### src/sv/mdm_pkg.sv
// Shared types and constants for the mecanum drive mixer with slew limit.
// No dependencies; every other file of the block but mdm_chk imports this package.
`timescale 1ns / 1ps
`default_nettype none

package mdm_pkg;

    // Fixed item geometry
    localparam int WHEELS   = 4;
    localparam int AXES     = 3;
    localparam int IN_W     = 12;          // raw demand width
    localparam int AXIS_W   = IN_W + 1;    // demand after negation
    localparam int Q_W      = 16;          // Q4.12 gain / coefficient width
    localparam int TERM_W   = 30;          // gain * axis, signed
    localparam int MIX_W    = 31;          // sum of three terms, signed
    localparam int MUL_A_W  = 31;          // shared multiplier, signed operand
    localparam int MUL_P_W  = MUL_A_W + Q_W + 1;
    localparam int CMD_W    = 32;          // Q16.16 wheel command
    localparam int SLEW_W   = CMD_W + 2;
    localparam int DZ_W     = 11;
    localparam int GAIN_W   = 48;
    localparam int CFG_IDX_W = 3;
    localparam int CFG_DAT_W = 48;

    // Configuration register indexes
    localparam logic [CFG_IDX_W-1:0] CFG_STICK_GAINS = 3'd0;
    localparam logic [CFG_IDX_W-1:0] CFG_KEY_GAINS   = 3'd1;
    localparam logic [CFG_IDX_W-1:0] CFG_DEADZONE    = 3'd2;
    localparam logic [CFG_IDX_W-1:0] CFG_BOOST       = 3'd3;
    localparam logic [CFG_IDX_W-1:0] CFG_CRAWL       = 3'd4;
    localparam logic [CFG_IDX_W-1:0] CFG_INVERT      = 3'd5;

    // Reset values and fixed coefficients
    localparam logic [GAIN_W-1:0] GAINS_ONE  = 48'h1000_1000_1000;
    localparam logic [Q_W-1:0]    Q_ONE      = 16'd4096;
    localparam logic [Q_W-1:0]    Q_HALF     = 16'd2048;
    localparam logic [SLEW_W-1:0] SLEW_SMALL = 34'd13107;  // 0.2 in Q16.16
    localparam logic [SLEW_W-1:0] SLEW_ZERO  = 34'd32768;  // 0.5 in Q16.16

    // Wheel order
    localparam logic [1:0] WHL_FL = 2'd0;
    localparam logic [1:0] WHL_FR = 2'd1;
    localparam logic [1:0] WHL_BR = 2'd2;
    localparam logic [1:0] WHL_BL = 2'd3;

    typedef struct packed {
        logic [GAIN_W-1:0] stick_gains;
        logic [GAIN_W-1:0] key_gains;
        logic [DZ_W-1:0]   deadzone;
        logic [Q_W-1:0]    boost;
        logic [Q_W-1:0]    crawl;
        logic [1:0]        invert;
    } t_cfg;

    typedef enum logic [3:0] {
        ST_IDLE,
        ST_AXIS_MUL,
        ST_AXIS_WR,
        ST_MIX,
        ST_WHL_MUL,
        ST_ROUND,
        ST_SLEW,
        ST_DONE
    } t_state;

endpackage

`default_nettype wire

### src/sv/mdm_cfg.sv
// Configuration register file of the mixer: plain indexed write port.
// Depends on mdm_pkg for the register indexes and the t_cfg bundle.
`timescale 1ns / 1ps
`default_nettype none

module mdm_cfg
    import mdm_pkg::*;
(
    input  wire logic                 i_clk,
    input  wire logic                 i_rst_n,
    input  wire logic                 i_wr_en,
    input  wire logic [CFG_IDX_W-1:0] i_index,
    input  wire logic [CFG_DAT_W-1:0] i_wdata,
    output t_cfg                      o_cfg
);

    t_cfg r_cfg;

    // Register decode; unlisted indexes are dropped
    always_ff @(posedge i_clk) begin
        if (!i_rst_n) begin
            r_cfg.stick_gains <= GAINS_ONE;
            r_cfg.key_gains   <= GAINS_ONE;
            r_cfg.deadzone    <= '0;
            r_cfg.boost       <= Q_ONE;
            r_cfg.crawl       <= Q_ONE;
            r_cfg.invert      <= '0;
        end else if (i_wr_en) begin
            unique case (i_index)
                CFG_STICK_GAINS: r_cfg.stick_gains <= i_wdata[GAIN_W-1:0];
                CFG_KEY_GAINS:   r_cfg.key_gains   <= i_wdata[GAIN_W-1:0];
                CFG_DEADZONE:    r_cfg.deadzone    <= i_wdata[DZ_W-1:0];
                CFG_BOOST:       r_cfg.boost       <= i_wdata[Q_W-1:0];
                CFG_CRAWL:       r_cfg.crawl       <= i_wdata[Q_W-1:0];
                CFG_INVERT:      r_cfg.invert      <= i_wdata[1:0];
                default: ;
            endcase
        end
    end

    assign o_cfg = r_cfg;

endmodule

`default_nettype wire

### src/sv/mdm_mul.sv
// Shared signed-by-unsigned multiplier with a registered product.
// Depends on mdm_pkg for operand widths.
`timescale 1ns / 1ps
`default_nettype none

module mdm_mul
    import mdm_pkg::*;
(
    input  wire logic                      i_clk,
    input  wire logic                      i_en,
    input  wire logic signed [MUL_A_W-1:0] i_a,
    input  wire logic        [Q_W-1:0]     i_b,
    output logic signed      [MUL_P_W-1:0] o_prod
);

    logic signed [MUL_P_W-1:0] r_prod;
    logic signed [Q_W:0]       w_b;

    // unsigned Q4.12 operand widened to a positive signed value
    assign w_b = signed'({1'b0, i_b});

    // both operands sign-extended to the full product width
    always_ff @(posedge i_clk) begin
        if (i_en) begin
            r_prod <= MUL_P_W'(i_a) * MUL_P_W'(w_b);
        end
    end

    assign o_prod = r_prod;

endmodule

`default_nettype wire

### src/sv/mecanum_drive_mixer_slew_core.sv
// Top level of the mecanum drive mixer with per-wheel slew limiting.
// Depends on mdm_pkg, mdm_cfg and mdm_mul.
//
// From acceptance to the result register, the three gain products and four
// coefficient products of a request all pass through the single shared
// multiplier (mdm_mul): each axis is multiplied and written back, each wheel
// is mixed, multiplied, rounded/saturated and slew clamped, and a last step
// hands over the result. s_axis_tready is high only while the sequencer is
// idle, so a new request is not taken until it is idle again. The result register
// lets a new request enter while the last result waits, and the sequencer
// holds in its final step if that result has still not been taken. Output
// commands are signed Q16.16, rounded half away from zero, saturated, then
// clamped to within 0.2 (or 0.5 for a zero command) of the previous command
// of the same wheel.
`timescale 1ns / 1ps
`default_nettype none

module mecanum_drive_mixer_slew_core
    import mdm_pkg::*;
(
    input  wire logic                 i_clk,
    input  wire logic                 i_rst_n,
    // configuration write port
    input  wire logic                 i_cfg_wr_en,
    input  wire logic [CFG_IDX_W-1:0] i_cfg_index,
    input  wire logic [CFG_DAT_W-1:0] i_cfg_wdata,
    // request stream
    input  wire logic                 s_axis_tvalid,
    output logic                      s_axis_tready,
    input  wire logic [39:0]          s_axis_tdata,  // forward, sideways, rotation, pad
    input  wire logic [2:0]           s_axis_tuser,  // kb_mode, shift_key, ctrl_key
    // result stream
    output logic                      m_axis_tvalid,
    input  wire logic                 m_axis_tready,
    output logic [127:0]              m_axis_tdata   // fl_cmd, fr_cmd,
                                                     // br_cmd, bl_cmd
);

    t_cfg   w_cfg;
    t_state r_state, n_state;

    logic signed [AXIS_W-1:0]  r_axis [AXES];
    logic signed [TERM_W-1:0]  r_term [AXES];
    logic signed [MIX_W-1:0]   r_mix;
    logic signed [CMD_W-1:0]   r_cmd;
    logic signed [CMD_W-1:0]   r_last [WHEELS];
    logic        [Q_W-1:0]     r_coeff;
    logic                      r_kb;
    logic        [1:0]         r_idx;
    logic                      r_out_valid;
    logic        [127:0]       r_out_data;

    logic                      w_accept;
    logic                      w_out_free;
    logic                      w_mul_en;
    logic signed [MUL_A_W-1:0] w_mul_a;
    logic        [Q_W-1:0]     w_mul_b;
    logic signed [MUL_P_W-1:0] w_prod;
    logic        [GAIN_W-1:0]  w_gains;
    logic        [Q_W-1:0]     w_lane;
    logic signed [MIX_W-1:0]   w_mix;
    logic signed [AXIS_W-1:0]  w_fwd, w_side, w_rot;
    logic        [AXIS_W-1:0]  w_fwd_mag, w_side_mag;
    logic        [Q_W-1:0]     w_coeff;
    logic signed [CMD_W-1:0]   w_rounded;
    logic signed [CMD_W-1:0]   w_slewed;

    mdm_cfg u_cfg (
        .i_clk   (i_clk),
        .i_rst_n (i_rst_n),
        .i_wr_en (i_cfg_wr_en),
        .i_index (i_cfg_index),
        .i_wdata (i_cfg_wdata),
        .o_cfg   (w_cfg)
    );

    mdm_mul u_mul (
        .i_clk  (i_clk),
        .i_en   (w_mul_en),
        .i_a    (w_mul_a),
        .i_b    (w_mul_b),
        .o_prod (w_prod)
    );

    assign w_accept   = s_axis_tvalid && s_axis_tready;
    assign w_out_free = !r_out_valid || m_axis_tready;

    // Input conditioning: optional negation, stick-mode deadzone
    always_comb begin
        logic signed [AXIS_W-1:0] fwd_raw, side_raw;
        fwd_raw  = AXIS_W'(signed'(s_axis_tdata[11:0]));
        side_raw = AXIS_W'(signed'(s_axis_tdata[23:12]));
        w_rot    = AXIS_W'(signed'(s_axis_tdata[35:24]));
        w_fwd    = w_cfg.invert[1] ? -fwd_raw  : fwd_raw;
        w_side   = w_cfg.invert[0] ? -side_raw : side_raw;
        w_fwd_mag  = w_fwd[AXIS_W-1]  ? AXIS_W'(-w_fwd)  : AXIS_W'(w_fwd);
        w_side_mag = w_side[AXIS_W-1] ? AXIS_W'(-w_side) : AXIS_W'(w_side);
        if (!s_axis_tuser[0]) begin
            if (w_fwd_mag < AXIS_W'(w_cfg.deadzone))  w_fwd  = '0;
            if (w_side_mag < AXIS_W'(w_cfg.deadzone)) w_side = '0;
        end
    end

    // Speed coefficient; keys act only in keyboard mode
    always_comb begin
        if (!s_axis_tuser[0])     w_coeff = Q_ONE;
        else if (s_axis_tuser[1]) w_coeff = w_cfg.boost;
        else if (s_axis_tuser[2]) w_coeff = w_cfg.crawl;
        else                      w_coeff = Q_HALF;
    end

    // Gain lane of the axis in work
    assign w_gains = r_kb ? w_cfg.key_gains : w_cfg.stick_gains;
    always_comb begin
        case (r_idx)
            2'd0:    w_lane = w_gains[15:0];
            2'd1:    w_lane = w_gains[31:16];
            default: w_lane = w_gains[47:32];
        endcase
    end

    // Wheel mix of the registered axis terms
    always_comb begin
        logic signed [MIX_W-1:0] f, s, r;
        f = MIX_W'(r_term[0]);
        s = MIX_W'(r_term[1]);
        r = MIX_W'(r_term[2]);
        unique case (r_idx)
            WHL_FL:  w_mix = f - s - r;
            WHL_FR:  w_mix = -f - s - r;
            WHL_BR:  w_mix = -f + s - r;
            default: w_mix = f + s - r;
        endcase
    end

    // Q.24 to Q16.16: round half away from zero, saturate
    always_comb begin
        logic                 neg;
        logic [MUL_P_W-1:0]   mag;
        logic [MUL_P_W-1:0]   sum;
        logic [MUL_P_W-9:0]   q;
        neg = w_prod[MUL_P_W-1];
        mag = neg ? MUL_P_W'(-w_prod) : MUL_P_W'(w_prod);
        sum = mag + MUL_P_W'(128);
        q   = sum[MUL_P_W-1:8];
        if (neg) begin
            if (q > (MUL_P_W-8)'(33'h0_8000_0000)) w_rounded = 32'sh8000_0000;
            else w_rounded = CMD_W'(-signed'({1'b0, q}));
        end else begin
            if (q > (MUL_P_W-8)'(32'h7FFF_FFFF)) w_rounded = 32'sh7FFF_FFFF;
            else w_rounded = CMD_W'(q);
        end
    end

    // Slew clamp against the last command of this wheel
    always_comb begin
        logic signed [SLEW_W-1:0] cmd, old, step, hi, lo, res;
        cmd  = SLEW_W'(r_cmd);
        old  = SLEW_W'(r_last[r_idx]);
        step = (r_cmd != '0) ? signed'(SLEW_SMALL) : signed'(SLEW_ZERO);
        hi   = old + step;
        lo   = old - step;
        if (cmd > hi)      res = hi;
        else if (cmd < lo) res = lo;
        else               res = cmd;
        if (res > SLEW_W'(32'sh7FFF_FFFF))      w_slewed = 32'sh7FFF_FFFF;
        else if (res < SLEW_W'(32'sh8000_0000)) w_slewed = 32'sh8000_0000;
        else                                    w_slewed = CMD_W'(res);
    end

    // Sequencer state register
    always_ff @(posedge i_clk) begin
        if (!i_rst_n) r_state <= ST_IDLE;
        else          r_state <= n_state;
    end

    // Sequencer next state and multiplier steering
    always_comb begin
        n_state       = r_state;
        s_axis_tready = 1'b0;
        w_mul_en      = 1'b0;
        w_mul_a       = MUL_A_W'(r_axis[r_idx]);
        w_mul_b       = w_lane;
        unique case (r_state)
            ST_IDLE: begin
                s_axis_tready = 1'b1;
                if (s_axis_tvalid) n_state = ST_AXIS_MUL;
            end
            ST_AXIS_MUL: begin
                w_mul_en = 1'b1;
                n_state  = ST_AXIS_WR;
            end
            ST_AXIS_WR: begin
                n_state = (r_idx == 2'(AXES - 1)) ? ST_MIX : ST_AXIS_MUL;
            end
            ST_MIX: begin
                n_state = ST_WHL_MUL;
            end
            ST_WHL_MUL: begin
                w_mul_en = 1'b1;
                w_mul_a  = MUL_A_W'(r_mix);
                w_mul_b  = r_coeff;
                n_state  = ST_ROUND;
            end
            ST_ROUND: begin
                n_state = ST_SLEW;
            end
            ST_SLEW: begin
                n_state = (r_idx == 2'(WHEELS - 1)) ? ST_DONE : ST_MIX;
            end
            ST_DONE: begin
                if (w_out_free) n_state = ST_IDLE;
            end
            default: n_state = ST_IDLE;
        endcase
    end

    // Datapath registers
    always_ff @(posedge i_clk) begin
        case (r_state)
            ST_IDLE: begin
                if (w_accept) begin
                    r_axis[0] <= w_fwd;
                    r_axis[1] <= w_side;
                    r_axis[2] <= w_rot;
                    r_coeff   <= w_coeff;
                    r_kb      <= s_axis_tuser[0];
                end
            end
            ST_AXIS_WR: r_term[r_idx] <= TERM_W'(w_prod);
            ST_MIX:     r_mix <= w_mix;
            ST_ROUND:   r_cmd <= w_rounded;
            default: ;
        endcase
    end

    // Step counter and wheel history
    always_ff @(posedge i_clk) begin
        if (!i_rst_n) begin
            r_idx <= '0;
            for (int i = 0; i < WHEELS; i++) r_last[i] <= '0;
        end else begin
            case (r_state)
                ST_AXIS_WR: r_idx <= (r_idx == 2'(AXES - 1)) ? '0 : r_idx + 2'd1;
                ST_SLEW: begin
                    r_last[r_idx] <= w_slewed;
                    r_idx         <= r_idx + 2'd1;
                end
                default: ;
            endcase
        end
    end

    // Result register
    always_ff @(posedge i_clk) begin
        if (!i_rst_n) begin
            r_out_valid <= 1'b0;
        end else if (r_state == ST_DONE && w_out_free) begin
            r_out_valid <= 1'b1;
        end else if (m_axis_tready) begin
            r_out_valid <= 1'b0;
        end
    end

    always_ff @(posedge i_clk) begin
        if (r_state == ST_DONE && w_out_free) begin
            r_out_data <= {r_last[3], r_last[2], r_last[1], r_last[0]};
        end
    end

    assign m_axis_tvalid = r_out_valid;
    assign m_axis_tdata  = r_out_data;

endmodule

`default_nettype wire

### config.mk
export PLATFORM = sky130hd
export DESIGN_NAME = mecanum_drive_mixer_slew_core
export DESIGN_NICKNAME = d
export VERILOG_FILES = /design/src/sv/mdm_pkg.sv /design/src/sv/mdm_cfg.sv /design/src/sv/mdm_mul.sv /design/src/sv/mecanum_drive_mixer_slew_core.sv
export SDC_FILE = /design/constraint.sdc
export NUM_CORES = 2
export LEC_CHECK = 0
export CORE_MARGIN = 2
export CORE_UTILIZATION = 44
export CTS_BUF_LIST = sky130_fd_sc_hd__clkbuf_4 sky130_fd_sc_hd__clkbuf_8
export DETAILED_ROUTE_END_ITERATION = 6
export DONT_BUFFER_PORTS = 1
export PLACE_DENSITY = 0.62
export SYNTH_ARGS = -nofsm -noshare
export SYNTH_HDL_FRONTEND = slang
export SYNTH_HIERARCHICAL = 1
export SYNTH_SLANG_ARGS = --single-unit
### constraint.sdc
create_clock -name i_clk -period 17.19 [get_ports i_clk]
set_input_delay 1.719 -clock i_clk [delete_from_list [all_inputs] [get_ports i_clk]]
set_output_delay 1.719 -clock i_clk [all_outputs]
set_load 0.02 [all_outputs]
======== After elaboration in Yosys (flattened, before gate mapping) ========
Memories as Yosys holds them, arrays and structs flattened. A register that Yosys moved wholly into a read port is not among the register bits.
Cells that the tools add are included.
cells by class
  eq/ne operators ......................... 17
  magnitude comparators ................... 8
  add/sub/neg operators ................... 19
  reductions and logical operators ........ 20
  mux-type cells .......................... 51
  multipliers ............................. 1
operator list
  cell                                                                             number
  32-bit two-way mux                                                               6
  31-bit by 30-bit subtractor with 31-bit output                                   5
  13-bit two-way mux                                                               8
  48-bit two-way mux                                                               2
  31-bit one-hot mux with 3 select lines                                           1
  34-bit two-way mux                                                               2
  16-bit two-way mux                                                               4
  48-bit by 8-bit adder with 48-bit output (second input constant)                 1
  31-bit by 17-bit multiplier with 48-bit output                                   1
  48-bit negation                                                                  1
  40-bit by 31-bit > comparator with 1-bit output (second input constant)          1
  40-bit by 32-bit > comparator with 1-bit output (second input constant)          1
  34-bit by 32-bit > comparator with 1-bit output (second input constant)          1
  34-bit by 32-bit less-than comparator with 1-bit output (second input constant)  1
  32-bit by 17-bit adder with 33-bit output                                        1
  32-bit by 33-bit > comparator with 1-bit output                                  1
  32-bit by 33-bit less-than comparator with 1-bit output                          1
  32-bit by 17-bit subtractor with 33-bit output                                   1
  32-bit negation                                                                  1
  16-bit one-hot mux with 2 select lines                                           1
  4-bit one-hot mux with 8 select lines                                            1
  32-bit nonzero test                                                              1
  32-bit OR reduction                                                              1
  30-bit by 30-bit adder with 31-bit output                                        1
  other kinds (31)                                                                 71
storage, ports and cells
  register bits after elaboration ......... 276
  memories kept ........................... 3
  output and inout bits ................... 130
  logic and storage cells ................. 133
  input bits .............................. 99
  RAM bits ................................ 257
memories
  memory  words  bits a word  rd ports  clocked after memory_dff  write ports  RTL line                             text
  r_last  4      32           5         5                         4            mecanum_drive_mixer_slew_core.sv:46  logic signed [CMD_W-1:0] r_last [WHEELS];
  r_term  3      30           3         0                         1            mecanum_drive_mixer_slew_core.sv:43  logic signed [TERM_W-1:0] r_term [AXES];
  r_axis  3      13           1         1                         3            mecanum_drive_mixer_slew_core.sv:42  logic signed [AXIS_W-1:0] r_axis [AXES];

======== Depth between registers and ports, before layout ========
  word-level depth ........................ 10
  depth in mapped cells ................... 32
  mapped depth without buffers ............ 28

======== Hierarchy ========
The synthesis kept the hierarchy.
by module, submodules not included
  module                         times used  cells each  sequential area each (µm²)  area an instance (µm²)
  mecanum_drive_mixer_slew_core  1           3,709       14,093.5                    37,180.7
  mdm_mul                        1           2,035       1,441.4                     18,974.4
  mdm_cfg                        1           516         2,822.7                     5,222.5

======== Worst setup path before layout ========
OpenSTA, ideal clock, no wires.
  path type ............................... reg2reg
  start ................................... reg with a tool-made name
  end ..................................... reg u_mul.r_prod[44], in the netlist u_mul/o_prod[44] (data pin)
  data required time ...................... 16.927 ns
  period minus slack after synthesis ...... 8.823 ns
  data arrival time ....................... 8.560 ns
  setup time .............................. 0.263 ns
  slack ................................... 8.367 ns
  buffers on the path ..................... 5
  stages on the path, launching flop included .. 32
  cell sequence ........................... dfxtp_1 > buf_2 > buf_1 > clkbuf_1 > clkbuf_1 > mux2i_1 > nor2_1 > a21oi_1 > o21ai_0 > clkbuf_1 > nand2_1 > fa_1 > inv_1 > fa_1 > inv_1 > fa_1 > inv_1 > fa_1 > fa_1 > inv_1 > fa_1 > inv_1 > ha_1 > o21a_1 > o211a_1 > a221o_1 > a41oi_2 > o211ai_2 > a41o_1 > a31o_4 > a41oi_2 > xnor2_1
RTL lines
  what                    RTL line       text
  end signal: assignment  mdm_mul.sv:25  r_prod <= MUL_P_W'(i_a) * MUL_P_W'(w_b);
  end: declaration        mdm_mul.sv:16  logic signed [MUL_P_W-1:0] r_prod;

======== Final worst setup path ========
  start ................................... reg r_state[2]
  end ..................................... reg u_mul.r_prod[42], in the netlist u_mul/o_prod[42] (data pin)
on the way
  cells in the longest elaborated chain, start to end .. 3
  elaborated cells on any way between the ends .. 4
  those cells by class .................... mul: 1; eq/ne: 1; mux: 2
ends and longest elaborated chain
  what                                            RTL line                              text
  start: declaration                              mecanum_drive_mixer_slew_core.sv:40   t_state r_state, n_state;
  start signal: assignment                        mecanum_drive_mixer_slew_core.sv:174  else r_state <= n_state;
  4-bit by 3-bit equality test with 1-bit output  mecanum_drive_mixer_slew_core.sv:184  unique case (r_state)
  31-bit two-way mux                              mecanum_drive_mixer_slew_core.sv:184
  net w_mul_a[12]                                 mecanum_drive_mixer_slew_core.sv:56   logic signed [MUL_A_W-1:0] w_mul_a;
  31-bit by 17-bit multiplier with 48-bit output  mdm_mul.sv:25
The timed path passes the listed nets, and every way through them passes these cells.
A chain may end at the register's enable or synchronous reset.

==> qor.txt <==
sequential power share -> 36.8%
Worst Skew -> 0.0664 ns
fin crit share -> 56.8%
crit start category -> register
primary flip-flop cell chosen by synthesis mapping -> edfxtp_1
status -> completed
GR Util All Layers -> 23.2%
worst reg2reg path depth -> 27
net count after synthesis -> 7,304
aggregate global routing overflow -> 0
clock power share -> 26.6%
maxcap violations -> 0
top cells by area, synth -> edfxtp_1 (25%), fa_1 (19%), ha_1 (7.1%)
WL/cell -> 20.1 um
cts repair resizes -> 0
VDD IR-drop max -> 0.0581 mV
total die area -> 0.142 mm^2
initial antenna violation count -> 3
Post-synth EDFFs -> 512
Clock Tree Buf Depth -> 3
Detailed Place HPWL -> 123,000 um
Seq/Total Area, Yosys -> 29.9%
Slew Limit Fails -> 0
fillers -> 13,037
clock sinks -> 661
Post-synth ARST share -> 0%
number of global-route vias before repair -> 45,619
core area -> 0.139 mm^2
total CTS buffers -> 110
H-tree lvl count -> 3
Synth Cell Area -> 0.0614 mm^2
hold buffer count at cts -> 0
Switching Power -> 1.99 mW
RSZ-0062 raised after global routing -> false
Final Hold Viols -> 0
antenna viol nets, final -> 0
syn_area_per_cell -> 9.80 um^2
die width -> 377 um
first-pass GRT wire length -> 259,000 um
Root Buffer -> clkbuf_8
HP Class -> reg2reg
post-synthesis register bit count -> 661
vias per inst -> 5.47
area share of the largest cell type after synthesis -> 25.0%
die height -> 377 um
pre-CTS setup slack -> 7.48 ns
leading area contributor after synthesis -> edfxtp_1
Initial Util -> 44.2%
post-synthesis cell count -> 6,260
drt drc -> 0
DR vias -> 44,482
FP Rows -> 137
Syn. warnings -> 6
Comb pwr share -> 36.6%
fin worst setup slack -> 7.43 ns
Worst-Margin Slew -> 1.28 ns
port buffer count -> 0
Slew HR -> 14.4%
worst endpoint data arrival time -> 10.30 ns
final WL -> 164,000 um
clock transition at the registers of the reported paths -> 0.07 ns
library cells used by synthesis -> 107
WS Path Type -> reg2reg
CTS tree -> done
Area Growth Syn to Fin -> 6.91%
worst-path fanout max -> 63
Sw Ratio -> 37.3%
setup TNS -> 0 ns
DRT Pass-1 Iters -> 5
Lkg Pwr -> 28.1 nW
Post-CTS Setup Bufs -> 0
PwrDens -> 81.2 mW/mm^2
clk_lat worst skew -> 0.84 ns
endpoint type of the worst setup path -> register
largest net degree at the start of global routing -> 202
hold depth -> 0
Req. time, crit path -> 17.73 ns
Int Pwr -> 3.34 mW
post-placement cell area -> 0.0634 mm^2
Peak Freq -> 0.102 GHz
Nets -> 7,208
post-layout instance area -> 0.0656 mm^2
DR iter-0 viols -> 3,194
RePlAce Congestion -> 0.952
I/O pins -> 229
Tmin final -> 9.76 ns
setup violators final -> 0
ratio of cells with drive above 1 in the final layout -> 6.91%
==> cells in the mapped netlist (all sizes together) (61+ instances only) <==
cell type  count
mux2i        184
clkbuf       227
xnor2        222
dfxtp        149
nor2b         69
a21oi        249
xor2         116
and2         256
a21o         132
nor3          95
nand2        719
inv          902
mux4          61
fa           596
edfxtp       512
o21ai        326
nor2         263
nand3         66
ha           349
==> layout by cell type (no fill, tap or decap), types with 18 or more instances in the layout <==
cell,n
a211oi_1,39
a21o_1,132
a21oi_1,247
a22oi_1,20
a31oi_1,18
and2_1,255
and3_1,44
buf_4,70
clkbuf_4,38
clkbuf_8,116
clkinv_1,18
dfxtp_1,145
edfxtp_1,512
fa_1,596
ha_1,349
inv_1,902
mux2i_1,184
mux4_2,61
nand2_1,719
nand2b_1,56
nand3_1,66
nand4_1,43
nor2_1,257
nor2b_1,69
nor3_1,89
nor4_1,43
o211ai_1,18
o21a_1,52
o21ai_0,287
o21bai_1,19
o31ai_1,27
o41ai_1,21
or2_2,19
or3_1,44
xnor2_1,222
xor2_1,115
==> through the flow <==
stage	total power, mW	utilization (%)	hold WS [ns]	std cells
global placement	3.90	45.6	0.424	7928
CTS	5.36	47.2	0.441	8130
floorplan	3.43	-	0.421	6260
finish	5.33	47.2	0.440	8132
global route	5.69	47.2	0.450	8132
detailed placement	3.93	45.6	0.427	7928
==> power by group through the flow <==
| stage | sequential, mW | combinational [mW] | clock (mW) |
|---|---|---|---|
| 3_5_place_dp | 1.99 | 1.94 | 0 |
| 4_1_cts | 1.96 | 1.95 | 1.45 |
| 6_report | 1.96 | 1.95 | 1.42 |
| 3_3_place_gp | 1.99 | 1.91 | 0 |
| 2_1_floorplan | 1.92 | 1.51 | 0 |
| 5_1_grt | 1.97 | 2.20 | 1.52 |
==> cell families after synthesis <==
logic type	after synthesis	share of synthesized area [%]
AOI/OAI and AO/OA	1095	11.7
xor gates and xnor gates	338	4.84
adders and majority gates	945	26.6
buffers and inverters	1180	7.34
DFF	661	29.9
muxes	257	5.46
and+or+nand+nor	1784	14.2
==> flip-flops by register name, indices dropped and copies added (netlist names), named ones only <==
register	flops
m_axis_tdata	128
m_axis_tvalid	1
r_axis	38
r_cmd	32
r_coeff	16
r_idx	2
r_kb	1
r_last	128
r_mix	31
r_state	3
r_term	90
u_cfg/o_cfg	141
u_mul/o_prod	48
==> cell type report <==
cell class	count	area [um^2]	area share, %
clock buffers	154	1880	2.87
repair buffers	70	526	0.801
multi-input cells	4419	38800	59.1
flip-flops and latches	661	18400	28.0
diodes	2	5.00	0.00763
inverters	902	3390	5.16
well taps	1876	2350	3.58
clock inverters	48	340	0.519
==> final timing paths <==
path / start / end / slack (ns)
worst min register to register: r_last[2][26] / m_axis_tdata[90] / 0.44
worst min-delay path: r_last[2][26] / m_axis_tdata[90] / 0.44
worst max-delay path: r_state[2] / u_mul/o_prod[42] / 7.43
worst max register to register: r_state[2] / u_mul/o_prod[42] / 7.43
==> routing by layer <==
layer	up-vias	share of wire (%)	track usage, %
met5	-	0.0085	0
met4	2	2.4	6.27
met3	232	5.8	3.21
met2	1355	48	39.8
met1	22025	43	30.5
li1	20868	-	-
==> critical path, cell delays in order (launching register included) <==
cell and delay (ns):
dfxtp_1 0.50, inv_1 0.20, nor3_2 0.89, buf_4 0.79
nor3_2 0.09, buf_4 0.24, a21o_1 0.50, and2_1 0.31
fa_1 0.53, inv_1 0.07, fa_1 0.50, fa_1 0.51
inv_1 0.05, fa_1 0.47, fa_1 0.56, inv_1 0.07
fa_1 0.52, inv_1 0.04, ha_1 0.37, and3_1 0.23
o211a_1 0.15, a221o_1 0.33, a41oi_2 0.36, o211ai_2 0.18
a41o_1 0.35, a31o_4 0.31, a31oi_2 0.18, xnor2_1 0.08
No activity file was read; power rests on OpenSTA's default activity.
